File: config.mk
export PLATFORM = sky130hd
export DESIGN_NAME = tcw_ram
export DESIGN_NICKNAME = d
export VERILOG_FILES = /design/src/tcw_ram.sv
export SDC_FILE = /design/constraint.sdc
export NUM_CORES = 1
export LEC_CHECK = 0
export ABC_AREA = 0
export BUFFER_PORTS_ARGS = -buffer_cell sky130_fd_sc_hd__buf_4
export CORE_ASPECT_RATIO = 0.9
export CORE_MARGIN = 2
export CORE_UTILIZATION = 59
export DETAILED_ROUTE_END_ITERATION = 8
export PLACE_DENSITY = 0.77
export SKIP_LAST_GASP = 1
export SLEW_MARGIN = 10
export SYNTH_ARGS = -nofsm -noshare
export SYNTH_HDL_FRONTEND = slang
export SYNTH_SLANG_ARGS = --single-unit
export TNS_END_PERCENT = 20
File: constraint.sdc
create_clock -name clk -period 4.2 [get_ports clk]
set_input_delay 0.42 -clock clk [delete_from_list [all_inputs] [get_ports clk]]
set_output_delay 0.42 -clock clk [all_outputs]
set_load 0.01 [all_outputs]
File: src/tcw_ram.sv
// Generic single-port synchronous RAM with registered read data.
// No dependencies; width and depth set per instance.
`default_nettype none

module tcw_ram #(
    parameter int WIDTH = 8,
    parameter int DEPTH = 16
) (
    input  wire logic                     clk,
    input  wire logic                     we,
    input  wire logic [$clog2(DEPTH)-1:0] addr,
    input  wire logic [WIDTH-1:0]         wdata,
    output logic      [WIDTH-1:0]         rdata
);

    logic [WIDTH-1:0] mem [DEPTH];
    logic [WIDTH-1:0] rdata_reg;

    always_ff @(posedge clk)
    begin
        if (we)
        begin
            mem[addr] <= wdata;
        end
        rdata_reg <= mem[addr];
    end

    assign rdata = rdata_reg;

endmodule

`default_nettype wire

# Word level (Yosys, flattened, before mapping)
# Memory sizes are Yosys's and may differ from the RTL's. A register that Yosys moved wholly into a read port is not among the register bits.
# Index checks and enable logic that the tools add are counted.
# word_totals
ff_bits	0
ramBits	128
input_bits	14
output_inout_bits	8
elab_cells	3
memories	1
# mem_list
memory	depth	width	rd	rd_ports_with_merged_regs	wr	line	rtl
mem	16	8	1	1	1	16	logic [WIDTH-1:0] mem [DEPTH];
# classes
n_mux	2
# op_table
cell	n
$mux W1	2

# Depth between registers and ports, before layout
# Gate-level depths: netlist of run 1.
# depth
depth_word	2
depth_mapped	5
ltp_nobuf	3

# Worst setup path before layout of run 1
# Ideal clock, no wire load.
# synth_path
kind	input port to flip-flop
start	input port addr[2]
end	memory mem[0][0] (enable)
arrival_ps	1530
t_required_ps	3817
slack_ps	2287
path_stages	2
n_path_buf	0
cell_sequence	or3b_2 nor3_1
# synth_rtl
element	line	rtl
start: declaration	11	input wire logic [$clog2(DEPTH)-1:0] addr,
end: declaration	16	
# Straight into the memory's write port.

# Worst setup path in the final report of run 1
# layout_path
start	input port addr[2]
end	memory mem[0][1] (enable)
# Straight into the memory's write port.

==> impl_metrics.tcl, run 1 <==
set metrics [dict create \
    cts-root-buf "clkbuf_8" \
    via_per_inst 6.01 \
    worstPathArrival_ns 1.94 \
    drv_cap 0 \
    dp_slack_ns 1.81 \
    dp_hpwl_um 5430 \
    cp_data_required_time_ns 4.32 \
    clock_skew_ns 0.0115 \
    grt_pass1_wl_um 13900 \
    nFillCells 489 \
    area_growth_pct 16.1 \
    mostFrequentLayoutCells "128 x edfxtp_1, 32 x mux4_2, 21 x buf_4" \
    clkSlewWorstSetupHoldPaths_ns 0.06 \
    routed-wl-met2_um 4470 \
    cts_setup_buffers 0 \
    syn_avg_cell_area_um2 22.0 \
    final_common_cell "edfxtp_1" \
    fp-row-count 32 \
    num-nets-final 273 \
    drtIter0Drc 231 \
    die_w_um 102 \
    hold_class "input pin to register" \
    synth_area_um2 5070 \
    final.setup.tns_ns 0 \
    yosysSeqAreaShare_pct 79.0 \
    fmax_mhz 550 \
    r2r_setup_slack_ns 2.78 \
    power.density_nw_per_um2 520 \
    fin_ws_ns 2.38 \
    whs_ns 0.245 \
    wl_um 9210 \
    total_power_uw 3060 \
    cts_sinks 136 \
    ant_nets 0 \
    numPortBuffers 21 \
    die_y_um 91.9 \
    top_layer "met4" \
    hold_viol 0 \
    h-tree-depth 4 \
    yosysWarnings 0 \
    endpoint_kind "register" \
    grt_max_degree 40 \
    die-area_um2 9350 \
    cts_tree "yes" \
    post-route-min-period_ns 1.82 \
    irDropWorstVdd_uv 332 \
    drc 0 \
    grt_pass1_vias 2365 \
    dpl_cell_area_um2 5310 \
    crit_fanout 8 \
    cp-start-kind "input pin" \
    ctsResizeCount 0 \
    vias 2351 \
    met1_length_um 4030 \
    grt-ovfl-total 0 \
    async_flop_share_pct 0 \
    clk_path_buf_depth 2 \
    antenna_cells 0 \
    cts_buffers 17 \
    setup_viol 0 \
    synth_top_flop_cell "edfxtp_1" \
    initial_utilization_pct 60.0 \
    syn_inst 230 \
    antenna_found_initial 0 \
    drt-pass1-iter-count 5 \
    leakagePower_uw 0.00190 \
    io_pins 22 \
    ys_ff_latch 136 \
    wire_per_inst_um 23.5 \
    dr_wl_met3_um 582 \
    largest_reg_flops 128 \
    worstSetupPathType "input pin to register" \
    fin_area_um2 5880 \
    synth-edff-count 128 \
    period_share_pct 43.3 \
    syn_nets 244 \
    track_usage_pct 22.0 \
    drv_slew 0 \
    rsz0062_at_grt "false" \
    slew_headroom_pct 18.7 \
    status "complete, no violations" \
    tightestPinTransition_ns 1.21 \
    place.gp.congestion 0.778 \
    core-area_um2 8450 \
    synth_cell_types 18 \
    clock_latency_ns 0.51 \
    cts_hold_buf 0 \
    drive_gt1_share_pct 31.6 \
]
-- cell type report --
| type | instances | area, um2 | area share (%) |
|---|---|---|---|
| multi-input cells | 83 | 1010 | 17.1 |
| flip-flops and latches | 136 | 4000 | 68.0 |
| clock inverters | 15 | 151 | 2.57 |
| well taps | 119 | 149 | 2.53 |
| repair buffers | 21 | 158 | 2.68 |
| clock buffers | 17 | 414 | 7.04 |
-- layer usage --
metal  track usage [%]  up-vias
met3              6.94       11
met5                 0        -
met2              31.4       92
met4              6.98        0
li1                  -     1018
met1              32.9     1230
-- power by group --
part | switching [uW] | total, uW | internal (uW)
logic | 84.5 | 147 | 62.2
registers | 8.14 | 1530 | 1520
clock network | 548 | 1390 | 842
total | 640 | 3060 | 2420
-- cell families (layout without fill, tap and decap cells) --
kind of cell	count (synthesis)	count (layout)	share of synthesized area, %
DFF	136	136	79.0
AOI/OAI and AO/OA	16	16	2.37
buffers and inverters	11	53	1.19
and+or+nand+nor	35	35	3.21
muxes	32	32	14.2
-- path summary, 6_finish.rpt --
| kind | endpoint | cells past startpoint | start |
|---|---|---|---|
| hold / removal | mem[4][1] | 1 | wdata[1] |
| setup reg to reg | rdata[3] | 3 | mem[13][3] |
| hold reg to reg | rdata[5] | 3 | mem[11][5] |
| setup / recovery | mem[0][1] | 3 | addr[2] |
-- metrics by stage --
step,utilization (%),cells
floorplan,-,230
global placement,62.9,359
detailed placement,62.9,359
CTS,69.6,391
global route,69.7,391
finish,69.7,391
-- synthesized netlist by cell type, types with 2 or more instances --
cell	number	area share, %
a22oi_1	16	2.4
buf_1	4	0.30
buf_2	2	0.20
buf_6	2	0.44
clkbuf_1	2	0.15
dfxtp_1	8	3.2
edfxtp_1	128	76
mux4_2	32	14
nand2_1	9	0.67
nand2b_1	2	0.25
nand3b_1	2	0.30
nor2_1	13	0.96
nor2b_1	2	0.25
nor3_1	4	0.40
-- worst max-delay path: stages --
cell and delay (ns):
buf_4 0.13, or3b_2 0.51, nor3_1 0.87
No activity file was read; power rests on OpenSTA's default activity.
==> run 2, diff against run 1 <==
- ABC_AREA: 0 -> 1
- CORE_UTILIZATION: 59 -> 55
- PLACE_DENSITY: 0.77 -> 0.75
- clock period: 4.2 -> 1.65 ns (I/O delays scaled with it)
==> run 2 against run 1 <==
Net effect: final area grew 10%; die area grew 18%; non-clock buffer count increased by 25; via count up 61%; count of clock-buffer cells in the layout is 1 higher; sequential power grew to 2.5 times the previous value; flip-flop and latch count did not move; global-route usage up 2.6 points; area after synthesis increased by 10%; clock power increased by 130%; highest routed layer unchanged.
==> impl_metrics.tcl, run 2 <==
set metrics [dict create \
    status "complete, no violations" \
    cts_setup_buffers 0 \
    fmax_mhz 953 \
    drc 0 \
    rr_endpoint "rdata[5]" \
    syn_avg_cell_area_um2 10.2 \
    slew_headroom_pct 76.8 \
    ys_ff_latch 136 \
    worstPathArrival_ns 1.16 \
    vias 3780 \
    wl_um 12300 \
    grt_max_degree 33 \
    dp_hpwl_um 7390 \
    drv_cap 0 \
    die_w_um 110 \
    synth_area_um2 5590 \
    hold_viol 0 \
    h-tree-depth 4 \
    final_common_cell "nand2_1" \
    initial_utilization_pct 57.2 \
    io_pins 22 \
    r2r_cells 8 \
    synth-edff-count 128 \
    grt_pass1_wl_um 19300 \
    die-area_um2 11000 \
    cts_sinks 136 \
    tightestPinTransition_ns 0.347 \
    cp-start-kind "input pin" \
    syn_inst 548 \
    hold_depth 1 \
    grt_pass1_vias 3778 \
    drv_slew 0 \
    synth_top_area_share_pct 68.7 \
    yosysWarnings 0 \
    area_growth_pct 16.2 \
    fp-row-count 34 \
    endpoint_kind "register" \
    final.setup.tns_ns 0 \
    async_flop_share_pct 0 \
    min_to "mem[3][2]" \
    r2r_setup_slack_ns 0.62 \
    largest_reg_flops 128 \
    grt-ovfl-total 0 \
    utilization_pct 66.4 \
    leakagePower_uw 0.00281 \
    synth_top_area_cell "edfxtp_1" \
    ys_top_cells_by_count "346 x nand2_1, 128 x edfxtp_1, 21 x inv_1, 18 x nor2_1, 12 x buf_2" \
    via_per_inst 5.19 \
    numPortBuffers 21 \
    synth_top_flop_cell "edfxtp_1" \
    clock_skew_ns 0.00642 \
    irDropWorstVdd_uv 746 \
    min_from "wdata[2]" \
    die_y_um 99.7 \
    r2r_start "mem[9][5]" \
    clk_path_buf_depth 2 \
    syn_nets 562 \
    crit_fanout 13 \
    cp_data_required_time_ns 1.76 \
    yosysMostFrequentCell "nand2_1" \
    power.density_nw_per_um2 1160 \
    cts_hold_buf 0 \
    cts_buffers 17 \
    track_usage_pct 24.6 \
    drtIter0Drc 260 \
    cts-root-buf "clkbuf_16" \
    wire_per_inst_um 16.8 \
    worstSetupPathType "input pin to register" \
    drive_gt1_share_pct 11.6 \
    yosysSeqAreaShare_pct 71.6 \
    antenna_cells 0 \
    period_share_pct 63.6 \
    synthTopCellsByArea "edfxtp_1 69%, nand2_1 23%, dfxtp_1 2.9%" \
    post-route-min-period_ns 1.05 \
    hold_class "input pin to register" \
    synth_cell_types 11 \
    cts_tree "yes" \
    rsz0062_at_grt "false" \
    clkSlewWorstSetupHoldPaths_ns 0.05 \
    place.gp.congestion 0.819 \
    drt-pass1-iter-count 5 \
    mostFrequentLayoutCells "346 x nand2_1, 128 x edfxtp_1, 44 x buf_4" \
    ctsResizeCount 0 \
    core-area_um2 9780 \
    num-nets-final 606 \
    ant_nets 0 \
    clock_latency_ns 0.41 \
    antenna_found_initial 0 \
    setup_viol 0 \
]
-- run 2: changes by cell type after synthesis, moves of 2 or more --
| cell | previous run | this run |
|---|---|---|
| inv_1 | 0 | 21 |
| buf_2 | 2 | 12 |
| buf_1 | 4 | 0 |
| nand3b_1 | 2 | 0 |
| mux4_2 | 32 | 0 |
| nand2_1 | 9 | 346 |
| nor3_1 | 4 | 0 |
| nand3_1 | 1 | 4 |
| nor2b_1 | 2 | 0 |
| buf_6 | 2 | 0 |
| nand2b_1 | 2 | 0 |
| nor2_1 | 13 | 18 |
| buf_4 | 0 | 6 |
| a22oi_1 | 16 | 0 |
-- run 2: area by class of cell --
class / instances / area [um2]
Clock inverter: 12 / 63.8
Fill cell: 727 / 3290
Clock buffer: 18 / 429
Timing Repair Buffer: 46 / 370
Tap cell: 126 / 158
Multi-Input combinational cell: 368 / 1390
Inverter: 23 / 86.3
Sequential cell: 136 / 4000
-- run 2: worst max path at each step --
| stage | startpoint | to | slack, ns |
|---|---|---|---|
| 6_report | addr[0] | mem[8][0] | 0.60 |
| 5_1_grt | mem[3][4] | rdata[4] | 0.51 |
| 4_1_cts | rdata[1] | rdata[1] | 0.61 |
| 3_5_place_dp | addr[0] | mem[10][3] | 0.21 |
| 3_3_place_gp | addr[0] | mem[2][0] | 0.25 |
| 2_1_floorplan | addr[1] | mem[3][0] | 0.11 |
-- run 2: metal layers --
layer	vias up	track usage (%)	wire [um]	share of wire, %
li1	1838	-	-	-
met1	1762	32.6	5230	43
met2	155	38.2	5940	48
met3	25	6.68	862	7.0
met4	0	10.9	250	2.0
met5	-	0	0	0
-- run 2: report_power, final --
group          switching, uW  internal (uW)
clock                   1290           1860
sequential              22.7           3860
combinational            351            162
-- run 2: critical path: stages --
cell and delay (ns):
buf_4 0.17, inv_2 0.18, nand3_1 0.22, nor2_1 0.21
buf_4 0.20
-- run 2: cells by family (layout without fill, tap and decap cells) --
group	Yosys count	count (layout)	synth area share (%)
and+or+nand+nor	368	368	24.8
DFF	136	136	71.6
buffers and inverters	44	99	3.62
-- run 2: stage by stage --
step	hold WS [ns]	setup slack (ns)	instances	area, um2	power, uW
2_1_floorplan	0.264	0.108	548	5590	4230
3_3_place_gp	0.526	0.252	699	6000	4450
3_5_place_dp	0.523	0.210	699	6000	4460
4_1_cts	0.0963	0.608	729	6500	7580
5_1_grt	0.108	0.505	729	6500	7780
6_report	0.110	0.601	729	6500	7550
