===== config.mk =====
export PLATFORM = sky130hd
export DESIGN_NAME = tcw_timer_flat
export DESIGN_NICKNAME = d
export VERILOG_FILES = /design/src/tcw_pkg.sv /design/src/tcw_if.sv /design/src/tcw_timer.sv /design/src/flat_wrapper.sv
export SDC_FILE = /design/constraint.sdc
export NUM_CORES = 1
export LEC_CHECK = 0
export ABC_AREA = 0
export ABC_CLOCK_PERIOD_IN_PS = 4200
export BUFFER_PORTS_ARGS = -buffer_cell sky130_fd_sc_hd__buf_2
export CAP_MARGIN = 40
export CORE_MARGIN = 2
export CORE_UTILIZATION = 28
export CTS_CLUSTER_DIAMETER = 40
export CTS_CLUSTER_SIZE = 16
export DETAILED_ROUTE_END_ITERATION = 6
export HOLD_SLACK_MARGIN = 0.06
export PLACE_DENSITY = 0.52
export SYNTH_ARGS = -nofsm -noshare
export SYNTH_HDL_FRONTEND = slang
export SYNTH_SLANG_ARGS = --single-unit

===== constraint.sdc =====
create_clock -name clk -period 4.2 [get_ports clk]
set_input_delay 0.63 -clock clk [delete_from_list [all_inputs] [get_ports clk]]
set_output_delay 0.63 -clock clk [all_outputs]
set_load 0.01 [all_outputs]

===== src/tcw_pkg.sv =====
// Package for the text console writer: sizes, codes and shared types.
// Used by the channel interfaces, the timer, the top level and the port checker.
`default_nettype none

package tcw_pkg;

    localparam int COLUMNS   = 40;
    localparam int ROWS      = 25;
    localparam int LOG_LINES = 4;

    localparam int CHAR_W    = 8;
    localparam int COL_W     = 6;
    localparam int ROW_W     = 5;
    localparam int ELAPSED_W = 12;
    localparam int HOLD_W    = 16;

    localparam int SP_W      = $clog2(ROWS);
    localparam int LP_W      = (LOG_LINES > 1) ? $clog2(LOG_LINES) : 1;
    localparam int SCR_DEPTH = ROWS * COLUMNS;
    localparam int SCR_AW    = $clog2(SCR_DEPTH);
    localparam int LOG_DEPTH = LOG_LINES * COLUMNS;
    localparam int LOG_AW    = (LOG_DEPTH > 1) ? $clog2(LOG_DEPTH) : 1;

    localparam logic [HOLD_W-1:0] HOLD_RESET   = HOLD_W'(4000);
    localparam logic [CHAR_W-1:0] CH_CR        = CHAR_W'(13);
    localparam logic [CHAR_W-1:0] CH_LF        = CHAR_W'(10);
    localparam logic [CHAR_W-1:0] CH_PRINT_MIN = CHAR_W'(32);

    typedef enum logic [1:0] {
        ACT_PRINT       = 2'd0,
        ACT_TICK        = 2'd1,
        ACT_READ_SCREEN = 2'd2,
        ACT_READ_LOG    = 2'd3
    } action_t;

    typedef enum logic [1:0] {
        ST_IDLE,
        ST_FILL,
        ST_RDWAIT,
        ST_EMIT
    } state_t;

    typedef struct packed {
        logic                 tick;
        logic                 clear;
        logic [ELAPSED_W-1:0] elapsed;
    } timer_cmd_t;

endpackage

`default_nettype wire


===== src/tcw_if.sv =====
// Valid/ready channel interfaces: request, response and configuration write.
// Depends on tcw_pkg for field widths and the action code type.
`default_nettype none


interface tcw_cfg_if import tcw_pkg::*; ();
    logic              valid;
    logic              ready;
    logic [HOLD_W-1:0] data;

    modport source (output valid, data, input ready);
    modport sink   (input valid, data, output ready);
endinterface

`default_nettype wire


===== src/tcw_timer.sv =====
// Message hold timer and the hold-time configuration register.
// Depends on tcw_pkg and the tcw_cfg_if interface.
`default_nettype none

module tcw_timer import tcw_pkg::*; (
    input  wire logic       clk,
    input  wire logic       rst_n,
    tcw_cfg_if.sink         cfg,
    input  wire timer_cmd_t cmd,
    output logic            hit
);

    logic [HOLD_W-1:0] hold_reg, hold_next;
    logic [HOLD_W-1:0] timer_reg, timer_next;
    logic [HOLD_W:0]   sum;
    logic [HOLD_W-1:0] sat_sum;

    assign cfg.ready = 1'b1;

    always_comb
    begin
        sum     = {1'b0, timer_reg} + (HOLD_W+1)'(cmd.elapsed);
        // saturate before the compare
        sat_sum = sum[HOLD_W] ? {HOLD_W{1'b1}} : sum[HOLD_W-1:0];
        hit     = cmd.tick && (sat_sum >= hold_reg);

        hold_next  = cfg.valid ? cfg.data : hold_reg;
        timer_next = timer_reg;
        if (cmd.clear || hit)
        begin
            timer_next = '0;
        end
        else if (cmd.tick)
        begin
            timer_next = sat_sum;
        end
    end

    always_ff @(posedge clk or negedge rst_n)
    begin
        if (!rst_n)
        begin
            hold_reg  <= HOLD_RESET;
            timer_reg <= '0;
        end
        else
        begin
            hold_reg  <= hold_next;
            timer_reg <= timer_next;
        end
    end

endmodule

`default_nettype wire


===== src/flat_wrapper.sv =====
// flat-port wrapper written by rule: the top's interface ports become plain ports
module tcw_timer_flat import tcw_pkg::*;
  (clk, rst_n, cmd, hit, cfg_valid, cfg_data, cfg_ready);
  tcw_cfg_if cfg_i ();
  input  wire logic clk;
  input  wire logic rst_n;
  input  wire timer_cmd_t cmd;
  output logic hit;
  input wire logic [$bits(cfg_i.valid)-1:0] cfg_valid;
  input wire logic [$bits(cfg_i.data)-1:0] cfg_data;
  output wire logic [$bits(cfg_i.ready)-1:0] cfg_ready;
  assign cfg_i.valid = cfg_valid;
  assign cfg_i.data = cfg_data;
  assign cfg_ready = cfg_i.ready;
  tcw_timer u_core (.clk(clk), .rst_n(rst_n), .cfg(cfg_i), .cmd(cmd), .hit(hit));
endmodule

# Word level (Yosys, flattened, before mapping)
# Cells that the tools add are included.
word_totals:
  out_inout_bits: 2
  wordCells: 10
  ff_bits: 32
classes:
  muxes: 3
  order_cmp: 1
  n_addsub: 1
  n_reduce_logical: 3
ops:
  columns: ["operator", "n"]
  rows:
  - ["$mux W16", 3]
  - ["$add A16 B12 Y17", 1]
  - ["$ge A16 B16 Y1", 1]
  - ["$reduce_bool A2 Y1", 1]
  - ["$logic_and A1 B1 Y1", 1]
  - ["$logic_or A1 B1 Y1", 1]

# Longest topological paths before layout
# Gate-level depths: netlist of the first run.
depth:
  word_depth: 6
  ltp_mapped: 16
  ltp_nobuf: 15

# Worst setup path before layout of the first run
# OpenSTA, ideal clock, no wires.
synth_path:
  path_kind: "input port to output port"
  startpoint: "input port cmd[0] (netlist bit)"
  endpoint: "output port hit"
  setup_slack_ns: -0.203
  t_required_ns: 3.570
  stages: 13
  arrival_time_ns: 3.773
  cell_sequence: "ha_1 > fa_1 > a21o_1 > a221oi_4 > nor2_2 > o31ai_1 > and2_1 > mux2_2 > ha_1 > nand2_1 > nor4_1 > a21oi_1 > nor2b_1"
synth_via:
  elab_chain_cells: 4
synth_lines:
  columns: ["item", "line", "rtl"]
  rows:
  - ["from (decl)", "flat_wrapper.sv:7", "input wire timer_cmd_t cmd;"]
  - ["$add A16 B12 Y17", "tcw_timer.sv:22", "sum = {1'b0, timer_reg} + (HOLD_W+1)'(cmd.elapsed);"]
  - ["$mux W16", "tcw_timer.sv:24", "sat_sum = sum[HOLD_W] ? {HOLD_W{1'b1}} : sum[HOLD_W-1:0];"]
  - ["$ge A16 B16 Y1", "tcw_timer.sv:25", "hit = cmd.tick && (sat_sum >= hold_reg);"]
  - ["$logic_and A1 B1 Y1", "tcw_timer.sv:25", null]
  - ["to (decl)", "flat_wrapper.sv:8", "output logic hit;"]
# No other way between the ends.

# Worst setup path in the final report of the first run
# Ends and elaborated chain as after synthesis.

==> results by group, run 1 <==
Layout
  – Ant diodes: 0
  – Finished Cell Area: about 0.0032 mm^2
  – Share of post-route cells with drive strength above 1: between 30% and 40%
  – Synth-to-Final Area Change: 37.6%
  – Commonest non-fill, non-tap cell in the layout: buf_4
  – Post-layout util: roughly two fifths
  – Most frequent cells in the layout: buf_4 (43), nand2_1 (36), buf_2 (33)
  – Nets: 398
  – # fillers: 838

Synthesis
  – Post-synth EDFFs: 0
  – Synth cell types: 50
  – Mapped Area: 0.00234 mm^2
  – Synthesized flop and latch total: 32
  – Cell type with the largest total area after synthesis: dfrtp_1
  – Cells after Synth: 258
  – Syn_nets: 320
  – Syn_area_per_cell: 9.06 um^2
  – Yosys warns: 0
  – Share of the synthesized area in the top cell type: 27.8%
  – Area contributors post-synth: dfrtp_1 (28%), ha_1 (15%), dfstp_2 (6.7%)
  – Synth Flop Type: dfrtp_1
  – Sequential area share after synthesis: around a third
  – Fraction of registers with async set/reset: 100%

CTS
  – H-tree depth: 2
  – Root Buffer: clkbuf_8
  – CTS tree: done
  – # clock sinks: 32
  – Num CTS Buffers: 5
  – Reg clk slew, reported paths: about 0.070 ns
  – Clk_lat worst skew: 0.28 ns
  – Longest Clk Path Bufs: 2

GRT
  – GRT Total Usage: 14.0%
  – Congestion Overflow GR: 0
  – Largest net degree at the start of global routing: 33
  – First-pass GRT wire length: about 9.9 mm
  – Initial antenna violation count: 0
  – Number of global-route vias before repair: between 2k and 2.5k

Min path
  – Worst Hold Class: in -> async

Status
  – Status: finished, violations left
  – Violated checks: negative setup slack

Detailed routing
  – DRC Markers: 0
  – Via density per instance: 4.81
  – Initial DRC count: between 100 and 150
  – First-pass DRT Iterations: 4
  – Routed len/inst: 13.7 um
  – Post-DRT Antenna Nets: 0
  – Final WL: between 6 and 7 mm
  – Via count: 2127

Power and ir drop
  – Power Internal: approximately 0.85 mW
  – Clock power frac: between 20% and 30%
  – Register share of total power: 27.7%
  – Worst vdd ir: 0.000185 V
  – Switching Fraction: between 30% and 40%
  – P_leak: approximately 1.6 nW
  – Combinational Power Share: 49.4%
  – NetSw: 0.463 mW
  – PwrDens: 410 mW/mm^2

Timing
  – Setup TNS: -0.0330 ns
  – Fin Hold WS: 0.412 ns
  – Fin crit period: between 4 and 5 ns
  – Maximum clock rate: 0.236 GHz
  – Worst slew pin tran: 0.765 ns
  – Slew HR: 49.0%
  – Final setup skew: 0.00540 ns
  – PnR worst setup slack: -0.0330 ns
  – Final Hold Vio Count: 0
  – RSZ-0062 raised after global routing: true
  – Final period util: 101%
  – Final setup fails: 1
  – Slew Limit Fails: 0

Critical path
  – WS Path Type: in -> out
  – CP Launch Type: input port
  – Worst Path Arrival: around 3.6 ns
  – Worst Path Max Fanout: 4
  – Worst Path Required: 3.57 ns
  – Worst Setup End Kind: output port

Place
  – PortBufs: 33
  – Placement Cell Area: slightly below 0.003 mm^2
  – GP Congestion: 0.837
  – Post-DP HPWL: 4.56 mm

Die
  – Core Rows: 33
  – Die Span Y: 95.4 um
  – Effective utilization at floorplan: 28.7%
  – Core area: 0.00813 mm^2
  – Top-Level Pins: 35
  – Die Span X: 95.4 um
  – DIE AREA: ~0.0091 mm^2

Job
  – Max-cap viol count: 0
-- critical path, cell delays in order --
cell and delay (ns):
buf_2 0.11, ha_4 0.16, fa_2 0.39, a21o_1 0.20, a221oi_4 0.32, nor2_4 0.08
o2111a_2 0.29, buf_4 0.15, a21o_1 0.19, ha_1 0.31, a21oi_1 0.16, o21ai_1 0.10
a21o_1 0.20, a21oi_2 0.12, nor2b_1 0.05, buf_2 0.13
-- cells in the mapped netlist (3+ instances only) --
master	count
inv_1	21
xnor2_1	8
clkbuf_1	5
mux2_2	3
o21ai_0	26
nor2_1	8
dfstp_2	6
dfrtp_1	26
ha_1	28
a21o_1	6
nand2_1	38
a22o_1	10
o211ai_1	3
nand2b_1	4
nand3_1	3
or3_1	3
a21oi_1	21
-- power groups by stage --
stage          combinational, mW  clock [mW]  sequential (mW)
2_1_floorplan              0.339           0            0.364
3_3_place_gp               0.563           0            0.369
3_5_place_dp               0.568           0            0.370
4_1_cts                    0.640       0.313            0.365
5_1_grt                    0.722       0.325            0.369
6_report                   0.651       0.302            0.365
-- cells by family after synthesis --
family,after synthesis,share of synthesized area (%)
fa+ha+maj,29,15.8
mux,3,1.45
xor+xnor,10,3.75
simple gates,67,13.0
other cells,1,0.160
buf+inv,28,4.82
compound gates,88,26.4
flops,32,34.6
-- area by class of cell --
type / instances / area [um^2] / share of cell area [%]
timing repair buffer: 78 / 519 / 16.1
clock inverter: 2 / 35.0 / 1.09
multi-input combinational: 198 / 1570 / 48.8
inverter: 21 / 78.8 / 2.45
tap: 105 / 131 / 4.09
sequential: 32 / 808 / 25.1
clock buffer: 6 / 72.6 / 2.26
-- path summary, 6_finish.rpt --
path / from / to / slack [ns] / cells after the start
worst min register to register: u_core.timer_reg[11]$_DFFE_PN0P_ / u_core.timer_reg[11]$_DFFE_PN0P_ / 0.51 / 1
worst max-delay path: cmd[0] / hit / -0.03 / 16
worst min-delay path: rst_n / u_core.hold_reg[1]$_DFFE_PN0P_ / 0.41 / 1
worst max register to register: u_core.timer_reg[0]$_DFFE_PN0P_ / u_core.timer_reg[15]$_DFFE_PN0P_ / 0.21 / 17
min in group clk: u_core.timer_reg[11]$_DFFE_PN0P_ / u_core.timer_reg[11]$_DFFE_PN0P_ / 0.51 / 1
max in group asynchronous: rst_n / u_core.timer_reg[4]$_DFFE_PN0P_ / 3.30 / 1
-- routing by layer --
layer  global-route usage, %  wire length [um]
met1                    18.1              2820
met2                    24.5              2980
met3                    3.00               244
met4                    1.93                26
met5                       0                 0
-- timing repair --
| item | CTS | global route |
|---|---|---|
| pin swaps | 12 | 4 |
| hold buffers | 0 | 0 |
| buffers inserted | 3 | 2 |
| resized for setup | 23 | 2 |
| endpoints found under the setup margin | 6 | 1 |
-- through the flow --
| stage | power (mW) | std cells | setup slack [ns] |
|---|---|---|---|
| after floorplan | 0.703 | 258 | 0.0114 |
| after CTS | 1.32 | 440 | 0.00581 |
| after global routing | 1.42 | 442 | -0.213 |
| after global placement | 0.932 | 429 | -0.369 |
| after detailed placement | 0.938 | 429 | -0.355 |
| final | 1.32 | 442 | -0.0330 |
Note: power is estimated with default switching activity, not from simulation.
==> run 2: changes to the inputs <==
--- a/config.mk
+++ b/config.mk
@@ -10,12 +10,12 @@
 export BUFFER_PORTS_ARGS = -buffer_cell sky130_fd_sc_hd__buf_2
 export CAP_MARGIN = 40
 export CORE_MARGIN = 2
-export CORE_UTILIZATION = 28
+export CORE_UTILIZATION = 30
 export CTS_CLUSTER_DIAMETER = 40
 export CTS_CLUSTER_SIZE = 16
 export DETAILED_ROUTE_END_ITERATION = 6
 export HOLD_SLACK_MARGIN = 0.06
-export PLACE_DENSITY = 0.52
+export PLACE_DENSITY = 0.54
 export SYNTH_ARGS = -nofsm -noshare
 export SYNTH_HDL_FRONTEND = slang
 export SYNTH_SLANG_ARGS = --single-unit
==> run 2 against run 1 <==
- the run now ends clean
- global-route usage barely moved
- combinational power fell by 4.1%
- core utilization rose by 1.4 points
- largest cell class unchanged
==> results by group, run 2 (synthesis gave the netlist of run 1 again) <==
Die
  – Die Span X: 92.3 um (-3.3%)
  – Core area: 0.00765 mm^2 (-6.0%)
  – Die Span Y: 92.3 um (-3.3%)
  – DIE AREA: 0.00851 mm^2 (-6.4%)
  – Effective utilization at floorplan: 30.6% (+1.8 points)
  – Core Rows: 32 (-3.0%)
  – Top-Level Pins: 35 (unchanged)

Power and ir drop
  – PwrDens: 421 mW/mm^2 (+2.8%)
  – Switching Fraction: 34.2% (-0.90 points)
  – Register share of total power: 27.6% (about the same)
  – P_leak: 1.53 nW (-2.7%)
  – Power Internal: 0.867 mW (+1.5%)
  – Clock power frac: 25.1% (+2.2 points)
  – Worst vdd ir: 0.000123 V (-33%)
  – Final Power: 1.32 mW (about the same)
  – Combinational Power Share: 47.3% (-2.1 points)
  – NetSw: 0.451 mW (-2.5%)

Critical path
  – Max incr delay on CP: 0.42 ns (+0.03 ns)
  – CP top delay family: compound AO/OA/AOI/OAI gates
  – R2r setup slk: 0.34 ns (+0.13 ns)
  – WS Path Type: in -> out
  – Slowest-stage cell, CP: o41ai_4
  – Worst Path Max Fanout: 6 (+2)
  – Crit-path cells: buf_2 -> ha_4 -> fa_2 -> a21o_1 -> a221oi_4 -> nor2_4 -> o2111ai_4 -> nand2b_1 -> ha_4 -> a2111oi_4 -> buf_4 -> o41ai_4 -> a21oi_2 -> nor2b_1 -> buf_2
  – Worst Setup End Kind: output port
  – Worst Path Required: 3.57 ns (about the same)
  – Worst Path Arrival: 3.56 ns (-0.04 ns)
  – Buffers & Inverters on Critical Path: 3 (unchanged)
  – CP Launch Type: input port

GRT
  – Initial antenna violation count: 0 (unchanged)
  – Number of global-route vias before repair: 2033 (-2.5%)
  – Largest net degree at the start of global routing: 33 (unchanged)
  – Congestion Overflow GR: 0 (unchanged)
  – First-pass GRT wire length: 9.46 mm (-4.4%)
  – GRT Total Usage: 14.1% (+0.034 points)

Detailed routing
  – First-pass DRT Iterations: 4 (unchanged)
  – Routed len/inst: 13.2 um (-3.9%)
  – DRC Markers: 0 (unchanged)
  – Via count: 2080 (-2.2%)
  – Initial DRC count: 52 (-51%)
  – Post-DRT Antenna Nets: 0 (unchanged)
  – Final WL: 5.68 mm (-6.5%)
  – Via density per instance: 4.84 (+0.52%)

CTS
  – Longest Clk Path Bufs: 2 (unchanged)
  – # clock sinks: 32 (unchanged)
  – Reg clk slew, reported paths: 0.07 ns (about the same)
  – CTS tree: done
  – Root Buffer: clkbuf_8
  – Clk_lat worst skew: 0.29 ns (about the same)
  – Num CTS Buffers: 5 (unchanged)
  – H-tree depth: 2 (unchanged)

Place
  – GP Congestion: 0.846 (+1.1%)
  – PortBufs: 33 (unchanged)
  – Post-DP HPWL: 4.43 mm (-2.8%)
  – Place WS: -0.272 ns (+0.0833 ns)

Timing
  – Worst slew pin tran: 0.749 ns (-0.0157 ns)
  – Final setup skew: 0.00644 ns (+0.00104 ns)
  – Setup TNS: 0 ns (+0.0330 ns)
  – Final period util: 99.7% (-1.1 points)
  – Maximum clock rate: 0.239 GHz (+1.1%)
  – Fin crit period: 4.19 ns (-0.0455 ns)
  – PnR worst setup slack: 0.0125 ns (+0.0455 ns)
  – Final Hold Vio Count: 0 (unchanged)
  – Final setup fails: 0 (-1)
  – RSZ-0062 raised after global routing: true
  – Slew Limit Fails: 0 (unchanged)
  – Slew HR: 50.1% (+1.0 points)

Status
  – Status: finished, final reports clean

Job
  – Max-cap viol count: 0 (unchanged)

Layout
  – Nets: 389 (-2.3%)
  – Ant diodes: 0 (unchanged)
  – Share of post-route cells with drive strength above 1: 33.2% (-1.8 points)
  – Post-layout util: 40.9% (+1.4 points)
  – Synth-to-Final Area Change: 33.9%
  – Most frequent cells in the layout: nand2_1 (35), buf_4 (35), buf_2 (33)

Min path
  – Worst Hold Class: in -> async
run 2: cell types whose count changed in the layout (fill, tap and decap cells not counted), sizes merged:
cell	before	now
clkinv	1	0
buf	78	69
clkbuf	6	7
run 2: stage by stage:
step / instances / area, um^2 / hold slack, ns
global placement: 418 / 2860 / 0.491
detailed placement: 419 / 2870 / 0.486
floorplan: 258 / 2360 / 0.334
CTS: 430 / 3100 / 0.430
global route: 430 / 3130 / 0.454
finish: 430 / 3130 / 0.404
run 2: repair_timing:
| item | 4_1_cts | 5_1_grt |
|---|---|---|
| endpoints found under the setup margin | 1 | 1 |
| gates cloned | 0 | 0 |
| hold buffers | 0 | 0 |
| hold endpoints to repair | 0 | 0 |
| buffers inserted | 3 | 0 |
| gates resized for setup | 15 | 7 |
| pin swaps | 11 | 4 |
run 2: routing by layer:
metal  wire [um]  track usage, %  vias to the layer above  share of wire, %
met5           0               0                        -                 0
met4          67            3.11                        0               1.2
met3         242            3.86                        6               4.3
met2        2680            22.5                       36                47
met1        2690            18.9                      978                47
li1            -               -                     1060                 -
run 2: cell type report:
type	instances	area [um^2]
clock buffers	7	96.3
clock inverters	1	30.0
fillers	778	4520
inverters	21	78.8
multi-input cells	198	1550
flip-flops and latches	32	808
well taps	102	128
repair buffers	69	439
run 2: worst paths after layout:
check,cells past startpoint,to,from
setup / recovery,15,hit,cmd[0]
hold / removal,1,u_core.hold_reg[4]$_DFFE_PN0P_,rst_n
setup reg to reg,16,u_core.timer_reg[15]$_DFFE_PN0P_,u_core.timer_reg[0]$_DFFE_PN0P_
hold reg to reg,1,u_core.timer_reg[11]$_DFFE_PN0P_,u_core.timer_reg[11]$_DFFE_PN0P_
max in group asynchronous,1,u_core.timer_reg[10]$_DFFE_PN0P_,rst_n
min in group clk,1,u_core.timer_reg[11]$_DFFE_PN0P_,u_core.timer_reg[11]$_DFFE_PN0P_
run 2: power by group through the flow:
| stage | clock, mW | combinational, mW | sequential, mW |
|---|---|---|---|
| after detailed placement | 0 | 0.545 | 0.369 |
| after global placement | 0 | 0.539 | 0.370 |
| after CTS | 0.341 | 0.610 | 0.364 |
| after floorplan | 0 | 0.339 | 0.364 |
| after global routing | 0.358 | 0.690 | 0.369 |
| final | 0.331 | 0.624 | 0.364 |
==> run 3: changes to the inputs <==
--- a/config.mk
+++ b/config.mk
@@ -6,16 +6,16 @@
 export NUM_CORES = 1
 export LEC_CHECK = 0
 export ABC_AREA = 0
-export ABC_CLOCK_PERIOD_IN_PS = 4200
+export ABC_CLOCK_PERIOD_IN_PS = 3540
 export BUFFER_PORTS_ARGS = -buffer_cell sky130_fd_sc_hd__buf_2
 export CAP_MARGIN = 40
 export CORE_MARGIN = 2
-export CORE_UTILIZATION = 30
-export CTS_CLUSTER_DIAMETER = 40
+export CORE_UTILIZATION = 40
+export CTS_CLUSTER_DIAMETER = 60
 export CTS_CLUSTER_SIZE = 16
 export DETAILED_ROUTE_END_ITERATION = 6
 export HOLD_SLACK_MARGIN = 0.06
-export PLACE_DENSITY = 0.54
+export PLACE_DENSITY = 0.67
 export SYNTH_ARGS = -nofsm -noshare
 export SYNTH_HDL_FRONTEND = slang
 export SYNTH_SLANG_ARGS = --single-unit
==> constraint.sdc (replaced) <==
create_clock -name clk -period 3.54 [get_ports clk]
set_input_delay 0.531 -clock clk [delete_from_list [all_inputs] [get_ports clk]]
set_output_delay 0.531 -clock clk [all_outputs]
set_load 0.01 [all_outputs]
==> run 3 against run 2 <==
- the run now ends with negative setup slack left
- count of clock-buffer cells in the layout shrank 2
- die area shrank 24%
- setup slack lost 0.59 ns
- critical path depth shrank 1
- via count grew 6.3%
- clock skew shrank 0.0014 ns
- total power grew 22%
- core utilization grew 19 points
- non-clock buffer count grew 24
- first-iteration DRC count grew 110%
- critical path type is now reg -> out
- largest cell class unchanged
- largest power group unchanged
==> results by group, run 3 (synthesis gave the netlist of run 1 again) <==
Min path
  – Worst Hold Class: in -> async

CTS
  – Reg clk slew, reported paths: 0.07 ns (about the same)
  – Num CTS Buffers: 5 (unchanged)
  – CTS tree: done
  – H-tree depth: 2 (unchanged)
  – Longest Clk Path Bufs: 2 (unchanged)
  – Post-cts hold buffer count: 0 (unchanged)
  – Clk_lat worst skew: 0.30 ns (about the same)
  – Root Buffer: clkbuf_8
  – # clock sinks: 32 (unchanged)

Power and ir drop
  – Worst vdd ir: 0.000216 V (+75%)
  – P_leak: 1.65 nW (+8.0%)
  – PwrDens: 485 mW/mm^2 (+15%)
  – Final Power: 1.61 mW (+22%)

Detailed routing
  – Post-DRT Antenna Nets: 0 (unchanged)
  – First-pass DRT Iterations: 4 (unchanged)
  – Final WL: 6.03 mm (+6.2%)
  – Via count: 2211 (+6.3%)
  – Initial DRC count: 108 (+110%)
  – DRC Markers: 0 (unchanged)
  – Routed len/inst: 14.2 um (+7.7%)
  – Via density per instance: 5.21 (+7.8%)

GRT
  – Number of global-route vias before repair: 2168 (+6.6%)
  – Initial antenna violation count: 0 (unchanged)
  – Largest net degree at the start of global routing: 33 (unchanged)
  – First-pass GRT wire length: 9.74 mm (+3.0%)
  – Congestion Overflow GR: 0 (unchanged)
  – GRT Total Usage: 19.5% (+5.5 points)

Layout
  – Ant diodes: 0 (unchanged)
  – Most frequent cells in the layout: buf_4 (57), nand2_1 (36), buf_2 (33)
  – # fillers: 483 (-38%)
  – Seq. cell area: 808 um^2 (unchanged)
  – Nets: 413 (+6.2%)
  – Post-route insts no fill: 424 (-1.4%)
  – Multi-input logic area: 0.00161 mm^2 (+4.1%)
  – Share of post-route cells with drive strength above 1: 38.9% (+5.7 points)
  – Post-layout util: 59.7% (+19 points)
  – Synth-to-Final Area Change: 42.4%
  – Commonest non-fill, non-tap cell in the layout: buf_4

Die
  – Core Rows: 27 (-16%)
  – Top-Level Pins: 35 (unchanged)
  – Die Span X: 80.4 um (-13%)
  – Effective utilization at floorplan: 41.9% (+11 points)
  – Die Span Y: 80.4 um (-13%)
  – Core area: 0.00557 mm^2 (-27%)
  – DIE AREA: 0.00647 mm^2 (-24%)

Place
  – PortBufs: 33 (unchanged)
  – Placed insts: 408 (-2.6%)
  – Post-DP HPWL: 4.53 mm (+2.3%)
  – GP Congestion: 0.851 (+0.60%)

Critical path
  – CP Launch Type: register
  – WS Path Type: reg -> out
  – Worst Path Arrival: 3.59 ns (+0.03 ns)
  – Worst Path Required: 3.01 ns (-0.56 ns)
  – Worst Setup End Kind: output port
  – Worst Path Max Fanout: 4 (-2)

Status
  – Status: finished, violations left
  – Violated checks: negative setup slack

Job
  – Max-cap viol count: 0 (unchanged)

Timing
  – Final period util: 116%
  – Fin Hold WS: 0.291 ns (-0.113 ns)
  – Maximum clock rate: 0.243 GHz
  – Setup TNS: -5.03 ns (-5.03 ns)
  – Final setup skew: 0.00500 ns (-0.00144 ns)
  – Fin crit period: 4.12 ns
  – Slew HR: 50.3% (+0.28 points)
  – Final Hold Vio Count: 0 (unchanged)
  – Slew Limit Fails: 0 (unchanged)
  – Final setup fails: 17 (+17)
  – RSZ-0062 raised after global routing: true
  – Worst slew pin tran: 0.745 ns (-0.00427 ns)
  – PnR worst setup slack: -0.578 ns (-0.591 ns)
==> run 3: path summary, 6_finish.rpt <==
check	startpoint	end	slack, ns	cells after the start
max reg2reg	u_core.timer_reg[0]$_DFFE_PN0P_	u_core.timer_reg[15]$_DFFE_PN0P_	-0.33	15
max in group asynchronous	rst_n	u_core.timer_reg[10]$_DFFE_PN0P_	2.77	1
min	rst_n	u_core.hold_reg[0]$_DFFE_PN0P_	0.29	1
max	u_core.timer_reg[0]$_DFFE_PN0P_	hit	-0.58	14
min in group clk	cfg_data[12]	u_core.hold_reg[12]$_DFFE_PN0P_	0.43	3
min reg2reg	u_core.timer_reg[5]$_DFFE_PN0P_	u_core.timer_reg[5]$_DFFE_PN0P_	0.51	1
==> run 3: layer usage <==
| metal | wire length (um) | up-vias | global-route usage [%] |
|---|---|---|---|
| li1 | - | 1109 | - |
| met1 | 2820 | 1047 | 25.3 |
| met2 | 2890 | 45 | 32.5 |
| met5 | 0 | - | 0 |
| met4 | 83 | 0 | 6.44 |
| met3 | 229 | 10 | 3.82 |
==> run 3: critical path, stage by stage, from the launching register on <==
cell and delay, ns:
dfrtp_1 0.44, ha_4 0.19, fa_2 0.33, a21o_1 0.20
a221oi_4 0.32, nor2_4 0.10, o2111a_2 0.32, nor2_4 0.16
ha_4 0.21, nand2b_4 0.15, a2111oi_4 0.39, o41ai_4 0.13
a21oi_1 0.14, nor2b_1 0.06, buf_2 0.13
==> run 3: cell type report <==
type / instances / share of cell area (%)
flip-flops and latches: 32 / 24.3
multi-input cells: 198 / 48.5
clock buffers: 5 / 2.07
clock inverters: 3 / 1.28
well taps: 72 / 2.71
inverters: 21 / 2.37
repair buffers: 93 / 18.8
==> run 3: what timing repair did <==
item                                   CTS  global route
setup endpoints to repair               17            17
pin swaps                               15            13
endpoints found under the hold margin    0             0
buffers inserted                         5             5
resized for setup                        9            12
==> run 3: where the power goes <==
part	switching, mW	internal [mW]	total, mW
Sequential	0.0225	0.411	0.433
Clock	0.157	0.208	0.365
Combinational	0.391	0.425	0.816
Total	0.570	1.04	1.61
==> run 3: metrics by stage <==
stage          worst slack, ns  cell area, um^2
6_report                -0.578             3330
5_1_grt                 -0.707             3330
4_1_cts                 -0.559             3240
3_5_place_dp            -0.563             3030
3_3_place_gp            -0.504             3030
2_1_floorplan           -0.261             2410
